$ cat src/rtl/rsb_pkg.sv
// ----------------------------------------------------------------------------
// rsb_pkg
// Shared types and codes for the prefixed rotate/shift/bit unit.
// ----------------------------------------------------------------------------
package rsb_pkg;

	localparam int QUEUE_DEPTH = 4;
	localparam int QPTR_W      = $clog2(QUEUE_DEPTH);
	localparam int QCNT_W      = QPTR_W + 1;

	localparam logic [1:0] MODE_EXEC       = 2'd0;
	localparam logic [1:0] MODE_LOAD_REG   = 2'd1;
	localparam logic [1:0] MODE_LOAD_FLAGS = 2'd2;

	localparam logic [1:0] GRP_SHIFT = 2'd0;
	localparam logic [1:0] GRP_BIT   = 2'd1;
	localparam logic [1:0] GRP_RES   = 2'd2;
	localparam logic [1:0] GRP_SET   = 2'd3;

	localparam logic [2:0] SH_RLC  = 3'd0;
	localparam logic [2:0] SH_RRC  = 3'd1;
	localparam logic [2:0] SH_RL   = 3'd2;
	localparam logic [2:0] SH_RR   = 3'd3;
	localparam logic [2:0] SH_SLA  = 3'd4;
	localparam logic [2:0] SH_SRA  = 3'd5;
	localparam logic [2:0] SH_SWAP = 3'd6;
	localparam logic [2:0] SH_SRL  = 3'd7;

	localparam logic [2:0] OP_NOP        = 3'd0;
	localparam logic [2:0] OP_SHIFT      = 3'd1;
	localparam logic [2:0] OP_BIT        = 3'd2;
	localparam logic [2:0] OP_RES        = 3'd3;
	localparam logic [2:0] OP_SET        = 3'd4;
	localparam logic [2:0] OP_LOAD_REG   = 3'd5;
	localparam logic [2:0] OP_LOAD_FLAGS = 3'd6;

	localparam logic [2:0] MEM_INDEX = 3'd6;
	localparam logic [2:0] REG_H     = 3'd4;
	localparam logic [2:0] REG_L     = 3'd5;

	localparam logic [4:0] CYC_NONE    = 5'd0;
	localparam logic [4:0] CYC_REG     = 5'd8;
	localparam logic [4:0] CYC_BIT_MEM = 5'd12;
	localparam logic [4:0] CYC_MEM     = 5'd16;

	typedef struct packed {
		logic [2:0] op;
		logic [2:0] sel;
		logic [2:0] idx;
		logic       is_mem;
		logic       write_reg;
		logic       mem_write;
		logic [4:0] cycles;
		logic [7:0] operand;
	} uop_t;

endpackage

$ cat src/rtl/rsb_front.sv
// ----------------------------------------------------------------------------
// rsb_front
// Accepts input items and decodes them into micro-ops for the queue.
// ----------------------------------------------------------------------------
module rsb_front (
	input  logic         in_valid,
	output logic         in_stall,
	input  logic [1:0]   mode,
	input  logic [7:0]   opcode,
	input  logic [2:0]   target_reg,
	input  logic [7:0]   operand_byte,
	input  logic         q_full,
	output logic         push,
	output rsb_pkg::uop_t uop
);

	logic is_mem;
	logic writes;

	assign in_stall = q_full;
	assign push     = in_valid && !q_full;
	assign is_mem   = (opcode[2:0] == rsb_pkg::MEM_INDEX);
	assign writes   = (opcode[7:6] != rsb_pkg::GRP_BIT);

	always_comb begin
		uop         = '0;
		uop.operand = operand_byte;
		case (mode)
			rsb_pkg::MODE_EXEC: begin
				uop.idx       = opcode[2:0];
				uop.sel       = opcode[5:3];
				uop.is_mem    = is_mem;
				uop.write_reg = writes && !is_mem;
				uop.mem_write = writes && is_mem;
				if (!is_mem) begin
					uop.cycles = rsb_pkg::CYC_REG;
				end else if (writes) begin
					uop.cycles = rsb_pkg::CYC_MEM;
				end else begin
					uop.cycles = rsb_pkg::CYC_BIT_MEM;
				end
				case (opcode[7:6])
					rsb_pkg::GRP_SHIFT: uop.op = rsb_pkg::OP_SHIFT;
					rsb_pkg::GRP_BIT:   uop.op = rsb_pkg::OP_BIT;
					rsb_pkg::GRP_RES:   uop.op = rsb_pkg::OP_RES;
					default:            uop.op = rsb_pkg::OP_SET;
				endcase
			end
			rsb_pkg::MODE_LOAD_REG: begin
				uop.op        = rsb_pkg::OP_LOAD_REG;
				uop.idx       = target_reg;
				uop.write_reg = (target_reg != rsb_pkg::MEM_INDEX);
				uop.cycles    = rsb_pkg::CYC_NONE;
			end
			rsb_pkg::MODE_LOAD_FLAGS: begin
				uop.op     = rsb_pkg::OP_LOAD_FLAGS;
				uop.cycles = rsb_pkg::CYC_NONE;
			end
			default: begin
				uop.op = rsb_pkg::OP_NOP;
			end
		endcase
	end

endmodule

$ cat src/rtl/rsb_queue.sv
// ----------------------------------------------------------------------------
// rsb_queue
// Short FIFO of decoded micro-ops between front and back.
// ----------------------------------------------------------------------------
module rsb_queue (
	input  logic          clk,
	input  logic          arst_n,
	input  logic          push,
	input  rsb_pkg::uop_t push_uop,
	input  logic          pop,
	output logic          full,
	output logic          head_valid,
	output rsb_pkg::uop_t head_uop
);

	rsb_pkg::uop_t                entry_q [rsb_pkg::QUEUE_DEPTH];
	logic [rsb_pkg::QPTR_W-1:0]   wr_ptr_q;
	logic [rsb_pkg::QPTR_W-1:0]   rd_ptr_q;
	logic [rsb_pkg::QCNT_W-1:0]   count_q;

	assign full       = (count_q == rsb_pkg::QCNT_W'(rsb_pkg::QUEUE_DEPTH));
	assign head_valid = (count_q != '0);
	assign head_uop   = entry_q[rd_ptr_q];

	always_ff @(posedge clk) begin
		if (push) begin
			entry_q[wr_ptr_q] <= push_uop;
		end
	end

	always_ff @(posedge clk or negedge arst_n) begin
		if (!arst_n) begin
			wr_ptr_q <= '0;
			rd_ptr_q <= '0;
			count_q  <= '0;
		end else begin
			if (push) begin
				wr_ptr_q <= wr_ptr_q + 1'b1;
			end
			if (pop) begin
				rd_ptr_q <= rd_ptr_q + 1'b1;
			end
			if (push && !pop) begin
				count_q <= count_q + 1'b1;
			end else if (pop && !push) begin
				count_q <= count_q - 1'b1;
			end
		end
	end

endmodule

$ cat src/rtl/rsb_back.sv
// ----------------------------------------------------------------------------
// rsb_back
// Executes micro-ops against the register file and flags; holds the result.
// ----------------------------------------------------------------------------
module rsb_back (
	input  logic          clk,
	input  logic          arst_n,
	input  logic          q_valid,
	input  rsb_pkg::uop_t q_uop,
	output logic          pop,
	output logic          out_valid,
	input  logic          out_stall,
	output logic [7:0]    result_byte,
	output logic          mem_write,
	output logic [15:0]   mem_addr,
	output logic          zero_flag,
	output logic          subtract_flag,
	output logic          half_flag,
	output logic          carry_flag,
	output logic [4:0]    cycle_count
);

	logic [7:0]  reg_q [8];
	logic [3:0]  flags_q;
	logic        out_valid_q;
	logic [7:0]  result_q;
	logic        mem_write_q;
	logic [15:0] mem_addr_q;
	logic [3:0]  out_flags_q;
	logic [4:0]  cycles_q;

	logic [7:0]  value;
	logic [7:0]  mask;
	logic        cin;
	logic [7:0]  sh_res;
	logic        sh_c;
	logic [7:0]  res;
	logic [3:0]  nflags;

	assign pop   = q_valid && (!out_valid_q || !out_stall);
	assign value = q_uop.is_mem ? q_uop.operand : reg_q[q_uop.idx];
	assign mask  = 8'b1 << q_uop.sel;
	assign cin   = flags_q[0];

	always_comb begin
		case (q_uop.sel)
			rsb_pkg::SH_RLC:  begin sh_c = value[7]; sh_res = {value[6:0], value[7]}; end
			rsb_pkg::SH_RRC:  begin sh_c = value[0]; sh_res = {value[0], value[7:1]}; end
			rsb_pkg::SH_RL:   begin sh_c = value[7]; sh_res = {value[6:0], cin}; end
			rsb_pkg::SH_RR:   begin sh_c = value[0]; sh_res = {cin, value[7:1]}; end
			rsb_pkg::SH_SLA:  begin sh_c = value[7]; sh_res = {value[6:0], 1'b0}; end
			rsb_pkg::SH_SRA:  begin sh_c = value[0]; sh_res = {value[7], value[7:1]}; end
			rsb_pkg::SH_SWAP: begin sh_c = 1'b0;     sh_res = {value[3:0], value[7:4]}; end
			default:          begin sh_c = value[0]; sh_res = {1'b0, value[7:1]}; end
		endcase
	end

	always_comb begin
		res    = 8'h00;
		nflags = flags_q;
		case (q_uop.op)
			rsb_pkg::OP_SHIFT: begin
				res    = sh_res;
				nflags = {sh_res == 8'h00, 1'b0, 1'b0, sh_c};
			end
			rsb_pkg::OP_BIT: begin
				res    = value;
				nflags = {(value & mask) == 8'h00, 1'b0, 1'b1, flags_q[0]};
			end
			rsb_pkg::OP_RES:       res = value & ~mask;
			rsb_pkg::OP_SET:       res = value | mask;
			rsb_pkg::OP_LOAD_REG:  res = q_uop.operand;
			rsb_pkg::OP_LOAD_FLAGS: begin
				res    = {q_uop.operand[7:4], 4'h0};
				nflags = q_uop.operand[7:4];
			end
			default: res = 8'h00;
		endcase
	end

	always_ff @(posedge clk or negedge arst_n) begin
		if (!arst_n) begin
			for (int i = 0; i < 8; i++) begin
				reg_q[i] <= 8'h00;
			end
			flags_q     <= 4'h0;
			out_valid_q <= 1'b0;
		end else begin
			if (pop) begin
				flags_q     <= nflags;
				out_valid_q <= 1'b1;
				if (q_uop.write_reg) begin
					reg_q[q_uop.idx] <= res;
				end
			end else if (!out_stall) begin
				out_valid_q <= 1'b0;
			end
		end
	end

	always_ff @(posedge clk) begin
		if (pop) begin
			result_q    <= res;
			mem_write_q <= q_uop.mem_write;
			mem_addr_q  <= {reg_q[rsb_pkg::REG_H], reg_q[rsb_pkg::REG_L]};
			out_flags_q <= nflags;
			cycles_q    <= q_uop.cycles;
		end
	end

	assign out_valid     = out_valid_q;
	assign result_byte   = result_q;
	assign mem_write     = mem_write_q;
	assign mem_addr      = mem_addr_q;
	assign zero_flag     = out_flags_q[3];
	assign subtract_flag = out_flags_q[2];
	assign half_flag     = out_flags_q[1];
	assign carry_flag    = out_flags_q[0];
	assign cycle_count   = cycles_q;

endmodule

$ cat src/rtl/prefixed_rotate_shift_bit_unit.sv
// ----------------------------------------------------------------------------
// prefixed_rotate_shift_bit_unit
// Prefixed-opcode rotate/shift/BIT/RES/SET unit with its own register file.
// ----------------------------------------------------------------------------
// One item is taken per clock and one result item leaves per clock when the
// output is not stalled. An accepted item is written into the four-entry
// decode queue and, once the output register is free or being emptied, is
// executed from the queue head into the output register, where its result
// stays valid until it leaves. The execute stage reads, updates and writes
// back the register file and flags in the same cycle, so dependent items
// follow back to back. The input stalls only when the queue is full, which
// takes a held output plus four queued items. A memory operand is supplied
// with the item; a changed memory byte comes back with mem_write set and the
// H:L address as it stood before the item.
// ----------------------------------------------------------------------------
module prefixed_rotate_shift_bit_unit (
	input  logic        clk,
	input  logic        arst_n,
	input  logic        in_valid,
	output logic        in_stall,
	input  logic [1:0]  mode,
	input  logic [7:0]  opcode,
	input  logic [2:0]  target_reg,
	input  logic [7:0]  operand_byte,
	output logic        out_valid,
	input  logic        out_stall,
	output logic [7:0]  result_byte,
	output logic        mem_write,
	output logic [15:0] mem_addr,
	output logic        zero_flag,
	output logic        subtract_flag,
	output logic        half_flag,
	output logic        carry_flag,
	output logic [4:0]  cycle_count
);

	rsb_pkg::uop_t push_uop;
	rsb_pkg::uop_t head_uop;
	logic          push;
	logic          pop;
	logic          q_full;
	logic          q_valid;

	rsb_front u_front (
		.in_valid     (in_valid),
		.in_stall     (in_stall),
		.mode         (mode),
		.opcode       (opcode),
		.target_reg   (target_reg),
		.operand_byte (operand_byte),
		.q_full       (q_full),
		.push         (push),
		.uop          (push_uop)
	);

	rsb_queue u_queue (
		.clk        (clk),
		.arst_n     (arst_n),
		.push       (push),
		.push_uop   (push_uop),
		.pop        (pop),
		.full       (q_full),
		.head_valid (q_valid),
		.head_uop   (head_uop)
	);

	rsb_back u_back (
		.clk           (clk),
		.arst_n        (arst_n),
		.q_valid       (q_valid),
		.q_uop         (head_uop),
		.pop           (pop),
		.out_valid     (out_valid),
		.out_stall     (out_stall),
		.result_byte   (result_byte),
		.mem_write     (mem_write),
		.mem_addr      (mem_addr),
		.zero_flag     (zero_flag),
		.subtract_flag (subtract_flag),
		.half_flag     (half_flag),
		.carry_flag    (carry_flag),
		.cycle_count   (cycle_count)
	);

endmodule

$ cat config.mk
export PLATFORM = sky130hd
export DESIGN_NAME = prefixed_rotate_shift_bit_unit
export DESIGN_NICKNAME = d
export VERILOG_FILES = /design/src/rtl/rsb_pkg.sv /design/src/rtl/rsb_front.sv /design/src/rtl/rsb_queue.sv /design/src/rtl/rsb_back.sv /design/src/rtl/prefixed_rotate_shift_bit_unit.sv
export SDC_FILE = /design/constraint.sdc
export NUM_CORES = 1
export LEC_CHECK = 0
export BUFFER_PORTS_ARGS = -buffer_cell sky130_fd_sc_hd__buf_2
export CORE_AREA = 2 2 145 147
export DETAILED_ROUTE_END_ITERATION = 8
export DIE_AREA = 0 0 147 149
export GPL_ROUTABILITY_DRIVEN = 0
export PLACE_DENSITY = 0.64
export SLEW_MARGIN = 20
export SYNTH_ARGS = -nofsm -noshare
export SYNTH_HDL_FRONTEND = slang
export SYNTH_SLANG_ARGS = --single-unit
$ cat constraint.sdc
create_clock -name clk -period 3.05 [get_ports clk]
set_input_delay 0.61 -clock clk [delete_from_list [all_inputs] [get_ports clk]]
set_output_delay 0.61 -clock clk [all_outputs]
set_load 0.01 [all_outputs]
; Word level (Yosys, flattened, before mapping)
; Memory sizes are Yosys's and may differ from the RTL's.
; Index checks and enable logic that the tools add are counted.
[word_totals]
register_bits = 110
mem_bits_rw = 100
input_bits = 25
wordCells = 102
mem_count = 1
output_inout_bits = 36
[mem_list]
columns = memory, words, width, read_ports, rd_clocked_by_memory_dff, wr, line
row1 = u_queue.entry_q, 4, 25, 1, 0, 1, rsb_queue.sv:16  ; rsb_pkg::uop_t entry_q [rsb_pkg::QUEUE_DEPTH];
[classes]
order_cmp = 2
n_reduce_logical = 23
shift = 1
bitwise = 5
add_sub_neg = 4
n_mux = 27
n_eq_ne = 21
[ops]
columns = cell, n
row1 = $bwmux W64, 1
row2 = $pmux W8 S7, 1
row3 = $pmux W8 S6, 1
row4 = $mux W8, 4
row5 = $bmux W8 S3, 1
row6 = $demux W8 S3, 1
row7 = $eq A3 B3 Y1 const B, 8
row8 = $pmux W3 S3, 2
row9 = $and A8 B8 Y8, 2
row10 = $logic_not A8 Y1, 2
row11 = $mux W5, 3
row12 = $eq A3 B2 Y1 const B, 4
row13 = $pmux W4 S3, 1
row14 = $mux W3, 3
row15 = $not A8 Y8, 1
row16 = $or A8 B8 Y8, 1
row17 = $shl A1 B3 Y8 const A, 1
row18 = $logic_and A1 B1 Y1, 7
row19 = $eq A3 B1 Y1 const B, 2
row20 = $logic_not A1 Y1, 6
row21 = $mux W1, 6
row22 = $pmux W3 S2, 1
row23 = $add A2 B1 Y2 const B, 2
row24 = $eq A2 B1 Y1 const B, 2
row25 = other kinds (16), 20

; Longest topological paths before layout
; Gate-level depths: netlist of the first run.
; An unclocked memory read counts as a cell.
[depth]
depth_word = 9
mapped_depth = 12
mapped_depth_nobuf = 9

; Modules after synthesis
; From an unflattened synthesis of the first run, not the netlist that was laid out.
[unflattened]
cells_unflattened = 668
hier_area_um2 = 9729.3
[modules_own_cells]
columns = mod, cells_per_inst, area_per_inst_um2, seq_area_each_um2, n_inst
row1 = rsb_back, 455, 5312.6, 2747.6, 1
row2 = rsb_queue, 165, 4050.1, 3178.0, 1
row3 = rsb_front, 48, 366.6, 0.0, 1

; Worst setup path before layout of the first run
; Ideal clock, no wire load.
[synth_timing]
kind = reg2reg
from = register u_queue.rd_ptr_q[0] in the netlist's numbering
to = register u_back.reg_q[22] in the netlist's numbering
required_ns = 2.925
synth_period_minus_slack_ns = 2.950
t_arrival_ns = 2.825
path_stages_with_launch = 12
slack_ns = 0.100
cell_sequence = dfrtp_1 -> buf_6 -> mux4_2 -> buf_4 -> inv_2 -> nand2_1 -> a311oi_2 -> nor2_2 -> o311ai_2 -> nand2_1 -> a211o_1 -> mux2_2
[synth_between]
elab_chain_cells = 9
[synth_rtl]
columns = element, line
row1 = start: declaration, rsb_queue.sv:18  ; logic [rsb_pkg::QPTR_W-1:0] rd_ptr_q;
row2 = start signal: assignment, rsb_queue.sv:41  ; rd_ptr_q <= rd_ptr_q + 1'b1;
row3 = $mem_v2 Z4 W25 (*), --
row4 = $not A3 Y4 (not written as such), rsb_back.sv:41  ; assign value = q_uop.is_mem ? q_uop.operand : reg_q[q_uop.idx];
row5 = $bmux W8 S3, rsb_back.sv:41
row6 = $mux W8 (not written as such) (2 in series), rsb_back.sv:41
row7 = $mux W8, rsb_back.sv:41
row8 = $pmux W8 S7 (tied with other cells), rsb_back.sv:46  ; case (q_uop.sel)
row9 = $pmux W8 S6 (*), rsb_back.sv:61  ; case (q_uop.op)
row10 = via u_back.res[6], rsb_back.sv:37  ; logic [7:0] res;
row11 = $bwmux W64 (*), rsb_back.sv:93  ; reg_q[q_uop.idx] <= res;
row12 = end signal: indexed assignment, rsb_back.sv:93
row13 = end: declaration, rsb_back.sv:23  ; logic [7:0] reg_q [8];
; The timed path passes the listed nets; every way through them passes the cells marked *. The select of a mux whose other input is x is not followed.
; A chain may end at the register's enable or synchronous reset.

; Worst setup path in the final report of the first run
[layout_timing]
from = register u_queue.rd_ptr_q[0] in the netlist's numbering
to = register u_back.reg_q[17] in the netlist's numbering
; The elaborated chain is that of the path after synthesis.

==> out/results.txt, run 1 <==
Status: complete, but fails checks
Failing checks: negative setup slack
Dpl hpwl: 13600 microns
Post-Syn Instances: 621
Initial drt markers: 626
CTS Buf Count: 17
Via density: 5.75
Die ar.: 0.0219 sq mm
Layout cells sized above 1: 41.2%
Placed cell count: 994
Layout fillers: 1690
Ys async rst share: 39.0%
ANT nets after route: 0
Htree depth: 4
Final setup viols: 70
DR pass1 iterations: 8
Clock Sink Count: 195
Final hold violations: 0
DIE HEIGHT: 149 microns
Largest net degree at the start of global routing: 77
Worst Tran Pin Value: 1.06 ns
Worst setup margin: -0.215 ns
EDFF count, synth: 119
Final worst-path cycle share: 107%
CTS tree: built
WL met1: 9450 microns
Multi-input gate area: 0.00373 sq mm
Reg clk slew, reported paths: 0.07 ns
Fin nets: 800
Initial Utilization: 43.6%
Max transition margin: 29.1%
Top layer in use: met4
Number of global-route vias before repair: 6207
Clock buffer depth: 2
First-pass GRT wire length: 35100 microns
Min Hold Slack: 0.204 ns
Max incr delay on CP: 0.59 ns
Routed wl met3: 1560 microns
Arrival time at the worst endpoint: 3.58 ns
Req. time, crit path: 3.37 ns
Critical path launch point type: flop
Crit Path Class: flop to flop
Ant. Diodes: 0
Core area: 0.0206 sq mm
Cell chain of the critical path: mux4_2 -> buf_12 -> buf_16 -> mux2i_1 -> nand2_1 -> a311oi_4 -> buf_4 -> nor2_4 -> a21oi_2 -> o21ai_2 -> a221o_2 -> mux2_4
Worst skew pair latency: 0.43 ns
Die width: 147 microns
Post-route insts no fill: 1050
WP buf/inv: 3
Ys flop type: edfxtp_1
Clk_skew: 0.0100 ns
Tot GR Track Use: 21.2%
Port buffer count: 58
Seq cells post-synth: 195
Slowest CP cell: mux4_2
Hold WC Path Type: primary input to asynchronous set/reset pin
Syn_area_per_cell: 14.4 sq um
Drt total wl: 22400 microns
Io pins: 61
DRC viols: 0
Vias: 6034
Period minus WS final: 3.26 ns
Family with the most delay on the worst path: compound AO/OA/AOI/OAI gates
Wire length on met2: 10600 microns
WL/cell: 21.4 microns
CP endpoint kind: flop
Total grt overflow: 0
Synth-to-Final Area Change: 25.4%
Initial antenna violation count: 0
RSZ-0062 raised after global routing: yes
YS warnings: 0
Max frequency: 306 MHz
Root Driver: clkbuf_16
Rows: 53
Synthesized area: 0.00895 sq mm
Storage element area: 0.00548 sq mm
Crit path max fanout: 5
Yosys cell types: 65
# Max-Cap Violations: 0
Slew Viols, Final: 0
Sequential share of the synthesized area: 61.2%
==> cell type report <==
cell class	instances	area share, %
flip-flops and latches	195	48.8
clock buffers	17	3.79
inverters	17	0.568
repair buffers	138	9.06
clock inverters	15	1.56
multi-input cells	393	33.2
well taps	275	3.06
==> cells in the final DEF (no fill, tap or decap), drive strengths merged, types with 9 or more instances in the layout <==
| cell type | netlist | final |
|---|---|---|
| mux2i | 44 | 44 |
| o22ai | 10 | 10 |
| clkbuf | 10 | 17 |
| o21ai | 22 | 22 |
| buf | 15 | 138 |
| ha | 12 | 12 |
| mux2 | 70 | 70 |
| mux4 | 19 | 21 |
| and2 | 11 | 11 |
| nor3 | 10 | 10 |
| dfrtp | 76 | 76 |
| nand3 | 9 | 9 |
| clkinv | 2 | 9 |
| a21oi | 11 | 11 |
| inv | 15 | 19 |
| nand2 | 43 | 43 |
| edfxtp | 119 | 119 |
| a22oi | 10 | 10 |
| nor2 | 35 | 35 |
==> state kept, by name, summed over array words and instances, names as in the netlist <==
signal / count
u_back.reg_q: 64
u_queue.count_q: 3
u_queue.rd_ptr_q: 2
u_queue.wr_ptr_q: 2
u_back.out_valid: 1
u_back.out_flags_q: 4
u_back.flags_q: 4
u_back.cycle_count: 3
u_back.mem_addr: 16
u_back.result_byte: 8
u_queue.entry_q: 88
==> cell families (layout without fill, tap and decap cells) <==
| logic type | count (synthesis) | in the layout | share of synthesized area [%] |
|---|---|---|---|
| muxes | 133 | 135 | 18.5 |
| xor gates and xnor gates | 6 | 6 | 0.587 |
| AOI/OAI and AO/OA | 101 | 107 | 8.54 |
| other | 1 | 2 | 0.0419 |
| DFF | 195 | 195 | 61.2 |
| adders and majority gates | 13 | 13 | 1.90 |
| buffers and inverters | 42 | 187 | 2.36 |
| and+or+nand+nor | 130 | 130 | 6.92 |
==> what timing repair did <==
item                                   CTS  global route
gates resized for setup                 69            24
hold buffers                             0             0
setup endpoints to repair               74            76
endpoints found under the hold margin    0             0
gates cloned                            10             0
setup buffers                           11             3
pin swaps                               18            12
==> metal layers <==
metal  global-route usage (%)  up-vias
li1                         -     2677
met1                     28.1     3005
met2                     34.2      280
met3                     4.56       72
met4                     8.75        0
met5                        0        -
==> path summary, 6_finish.rpt <==
kind,startpoint,endpoint,slack [ns],depth (start not counted)
setup / recovery,u_queue.rd_ptr_q[0],u_back.reg_q[17],-0.21,12
hold / removal,arst_n,u_back.reg_q[28],0.20,1
setup reg to reg,u_queue.rd_ptr_q[0],u_back.reg_q[17],-0.21,12
hold reg to reg,u_back.reg_q[24],u_back.mem_addr[8],0.48,0
max in group asynchronous,arst_n,u_back.reg_q[11],2.35,1
min in group clk,out_stall,u_back.out_valid,0.39,3
==> synthesized netlist by cell type (11+ instances only) <==
cell,n,area share (%)
mux4_2,19,4.8
mux2_2,70,8.8
ha_1,12,1.7
a21oi_1,11,0.61
dfrtp_1,76,21
inv_1,13,0.55
nor2_1,32,1.3
o21ai_0,16,0.89
and2_1,11,0.77
mux2i_1,44,4.9
nand2_1,42,1.8
edfxtp_1,119,40
==> through the flow <==
| stage | utilization [%] | setup slack [ns] | instance area [sq um] | TNS [ns] |
|---|---|---|---|---|
| 3_5_place_dp | 48.5 | -0.267 | 9960 | -11.63 |
| 6_report | 54.6 | -0.215 | 11200 | -8.67 |
| 2_1_floorplan | - | 0.0999 | 8960 | 0 |
| 4_1_cts | 54.0 | -0.130 | 11100 | -3.91 |
| 5_1_grt | 54.6 | -0.338 | 11200 | -16.56 |
| 3_3_place_gp | 48.5 | -0.145 | 9960 | -6.89 |
==> worst reg2reg max path, delay by kind of cell (launching register included) <==
family	cells	cell delay (ns)
compound gates	4	1.06
mux	3	1.04
buf+inv	3	0.49
flops	1	0.39
simple gates	2	0.15
Power of run 1 is not shown: default switching activity piles up to over one toggle a cycle in this logic, so the estimate is an artifact.
==> run 2: changes to the inputs <==
Settings changed: CORE_AREA 2 2 145 147 to 2 2 151 153, DIE_AREA 0 0 147 149 to 0 0 153 155, PLACE_DENSITY 0.64 to 0.63, SYNTH_HIERARCHICAL set to 1.
==> run 2 against run 1 <==
  * The flow still finishes with violations (negative setup slack)
  * Clock skew down 0.0019 ns
  * Die area up 8.3%
  * Highest routed layer unchanged
  * Synthesized cell count up 7.6%
  * First-iteration DRC count up 23%
  * Global-route usage down 1.4 points
  * Clock-buffer cell count up 16
  * Flip-flop and latch count up 15
  * Sequential share of layout area up 0.52 points
  * Via count up 6.5%
  * Wire length up 4.6%
  * Setup slack worse by 0.068 ns
  * Critical endpoint is now u_back/reg_q[7]
==> out/results.txt, run 2 <==
Status: complete, but fails checks
Failing checks: negative setup slack
Post-Syn Instances: 668 (+7.6%)
CP endpoint kind: flop
Storage element area: 0.00593 sq mm (+8.2%)
Tot GR Track Use: 19.8% (-1.4 points)
Commonest cells after routing, fill and taps aside: edfxtp_1, dfrtp_1, buf_4, buf_2, mux2_2
WL/cell: 21.1 microns (-1.2%)
Cell chain of the critical path: buf_6 -> buf_6 -> mux4_2 -> buf_4 -> a21oi_2 -> a211oi_2 -> o31ai_4 -> buf_6 -> a311oi_1 -> a31oi_1 -> buf_4 -> o211ai_1 -> buf_4 -> mux2_2
Max frequency: 300 MHz (-2.0%)
Count leader, synth: edfxtp_1
YS warnings: 6 (+6)
Top cell type by total area after synthesis: edfxtp_1
Multi-input gate area: 0.00378 sq mm (+1.3%)
EDFF count, synth: 134 (+13%)
Clock buffer depth: 3 (+1)
Synthesized area: 0.00973 sq mm (+8.7%)
Multiplexer share of the synthesized area: 15.9% (-2.6 points)
Commonest non-fill, non-tap cell in the layout: edfxtp_1
CTS tree: built
Synth-to-Final Area Change: 23.6%
Port buffer count: 60 (+3.4%)
Place WS: -0.234 ns (+0.0329 ns)
Ranking of synthesized cells by area: edfxtp_1, dfrtp_1, mux2_2
Htree depth: 1 (-3)
Synth Area in Compound Gates: 9.76% (+1.2 points)
Fin Setup TNS: -7.05 ns (+1.62 ns)
Number of global-route vias before repair: 6634 (+6.9%)
First-pass GRT wire length: 36900 microns (+5.0%)
RSZ-0062 raised after global routing: yes
Total grt overflow: 0 (unchanged)
Dpl hpwl: 14900 microns (+9.5%)
Hold WC Path Type: primary input to asynchronous set/reset pin
Commonest cells post-synth: edfxtp_1, dfrtp_1, mux2_2
Ant. Diodes: 0 (unchanged)
Layout fillers: 1758 (+4.0%)
Sequential share of the synthesized area: 60.9% (-0.25 points)
Max VDD drop: 0.541 mV
Max transition margin: 48.4% (+19 points)
Final worst-path cycle share: 109% (+2.2 points)
# Max-Cap Violations: 0 (unchanged)
DR pass1 iterations: 8 (unchanged)
Req. time, crit path: 3.43 ns (+0.06 ns)
Slowest CP cell: mux4_2
Slew Viols, Final: 0 (unchanged)
Drt total wl: 23500 microns (+4.6%)
Post-layout util: 54.1% (-0.52 points)
Die width: 153 microns (+4.1%)
DRC viols: 0 (unchanged)
Final setup viols: 71 (+1.4%)
Die ar.: 0.0237 sq mm (+8.3%)
Worst skew pair latency: 0.50 ns (+0.07 ns)
Fin nets: 848 (+6.0%)
Core area: 0.0222 sq mm (+8.1%)
CTS Buf Count: 23 (+6)
Io pins: 61 (unchanged)
Adder-cell share of the synthesized area: 1.75% (-0.15 points)
Critical path launch point type: flop
Synth top area share: 41.4% (+1.4 points)
Seq cells post-synth: 210 (+7.7%)
Initial Utilization: 43.8% (+0.22 points)
Arrival time at the worst endpoint: 3.72 ns (+0.14 ns)
Largest net degree at the start of global routing: 77 (unchanged)
Rows: 55 (+3.8%)
Leak: 4.89 nW
Clock Sink Count: 210 (+7.7%)
Largest family of logic cells by synthesized area: multiplexers
Via density: 5.78 (+0.65%)
XOR/XNOR share of the synthesized area: 0.630% (+0.043 points)
Reg with most FFs: u_queue/entry_q
Pwr Total: 15.5 mW
Power Dens Cells: 1290 mW/mm^2
Period minus WS final: 3.33 ns (+0.0683 ns)
Post-Synth Simple-Gate Area: 7.29% (+0.37 points)
Root Driver: clkbuf_16
Ys async rst share: 36.2% (-2.8 points)
Worst Tran Pin Value: 0.768 ns (-0.292 ns)
Syn_area_per_cell: 14.6 sq um (+1.0%)
Layout cells sized above 1: 41.3% (+0.12 points)
Final hold violations: 0 (unchanged)
Initial antenna violation count: 0 (unchanged)
Crit Path Class: flop to flop
DIE HEIGHT: 155 microns (+4.0%)
ANT nets after route: 0 (unchanged)
Clk_skew: 0.00807 ns (-0.00193 ns)
Yosys cell types: 77 (+18%)
Min Hold Slack: 0.145 ns (-0.0587 ns)
Vias: 6426 (+6.5%)
Reg clk slew, reported paths: 0.06 ns (about the same)
Max incr delay on CP: 0.62 ns (+0.03 ns)
Initial drt markers: 771 (+23%)
Crit path max fanout: 8 (+3)
Worst setup margin: -0.283 ns (-0.0683 ns)
Max reg flops: 100 (+14%)
Ys flop type: edfxtp_1
==> run 2: layout make-up <==
class	count	area share (%)
Timing Repair Buffer	158	9.72
Sequential cell	210	49.3
Clock inverter	8	0.655
Clock buffer	33	5.35
Tap cell	285	2.97
Multi-Input combinational cell	397	31.4
Inverter	20	0.624
==> run 2: where the power goes <==
group | switching (mW) | total, mW | internal (mW)
registers | 0.411 | 4.51 | 4.10
logic | 4.54 | 8.34 | 3.80
clock network | 1.07 | 2.62 | 1.55
==> run 2: kinds of logic (layout without fill, tap and decap cells) <==
family          Yosys count  count (layout)
other cells               1               2
fa+ha+maj                13              13
flops                   210             210
mux                     108             108
xor+xnor                  7               7
simple gates            142             142
compound gates          122             125
buf+inv                  65             219
==> run 2: worst max-delay path, delay by kind of cell, from the launching register on <==
family | cells | cell delay, ns
multiplexers | 2 | 0.88
AO/OA/AOI/OAI | 6 | 1.02
flip-flops | 1 | 0.38
buffers and inverters | 6 | 0.94
==> run 2: timing repair <==
item | 4_1_cts | 5_1_grt
endpoints found under the setup margin | 76 | 75
pin swaps | 22 | 4
gates resized for setup | 66 | 11
cloned | 5 | 0
hold buffers | 0 | 0
buffers inserted | 16 | 2
==> run 2: through the flow <==
step           instance area [sq um]  cells
2_1_floorplan                   9770    669
5_1_grt                        12000   1111
3_5_place_dp                   10800   1047
3_3_place_gp                   10800   1047
6_report                       12000   1111
4_1_cts                        12000   1109
==> run 2: path summary, 6_finish.rpt <==
path,startpoint,endpoint,slack (ns),cells after the start
worst max-delay path,u_queue/rd_ptr_q[0],u_back/reg_q[7],-0.28,14
worst min-delay path,arst_n,u_back/reg_q[52],0.15,1
worst max register to register,u_queue/rd_ptr_q[0],u_back/reg_q[7],-0.28,14
worst min register to register,u_back/reg_q[30],u_back/mem_addr[14],0.48,0
max in group asynchronous,arst_n,u_back/reg_q[3],2.43,1
min in group clk,operand_byte[4],u_queue/entry_q[1][4],0.33,1
==> run 2: metal layers <==
metal  track usage (%)  part of all wire, %  routed length, microns
met5                 0                    0                       0
met4              8.33                  4.0                     930
met3              3.29                  6.8                    1590
met2              34.0                   50                   11700
met1              25.0                   40                    9290
(Power assumes the default switching activity.)
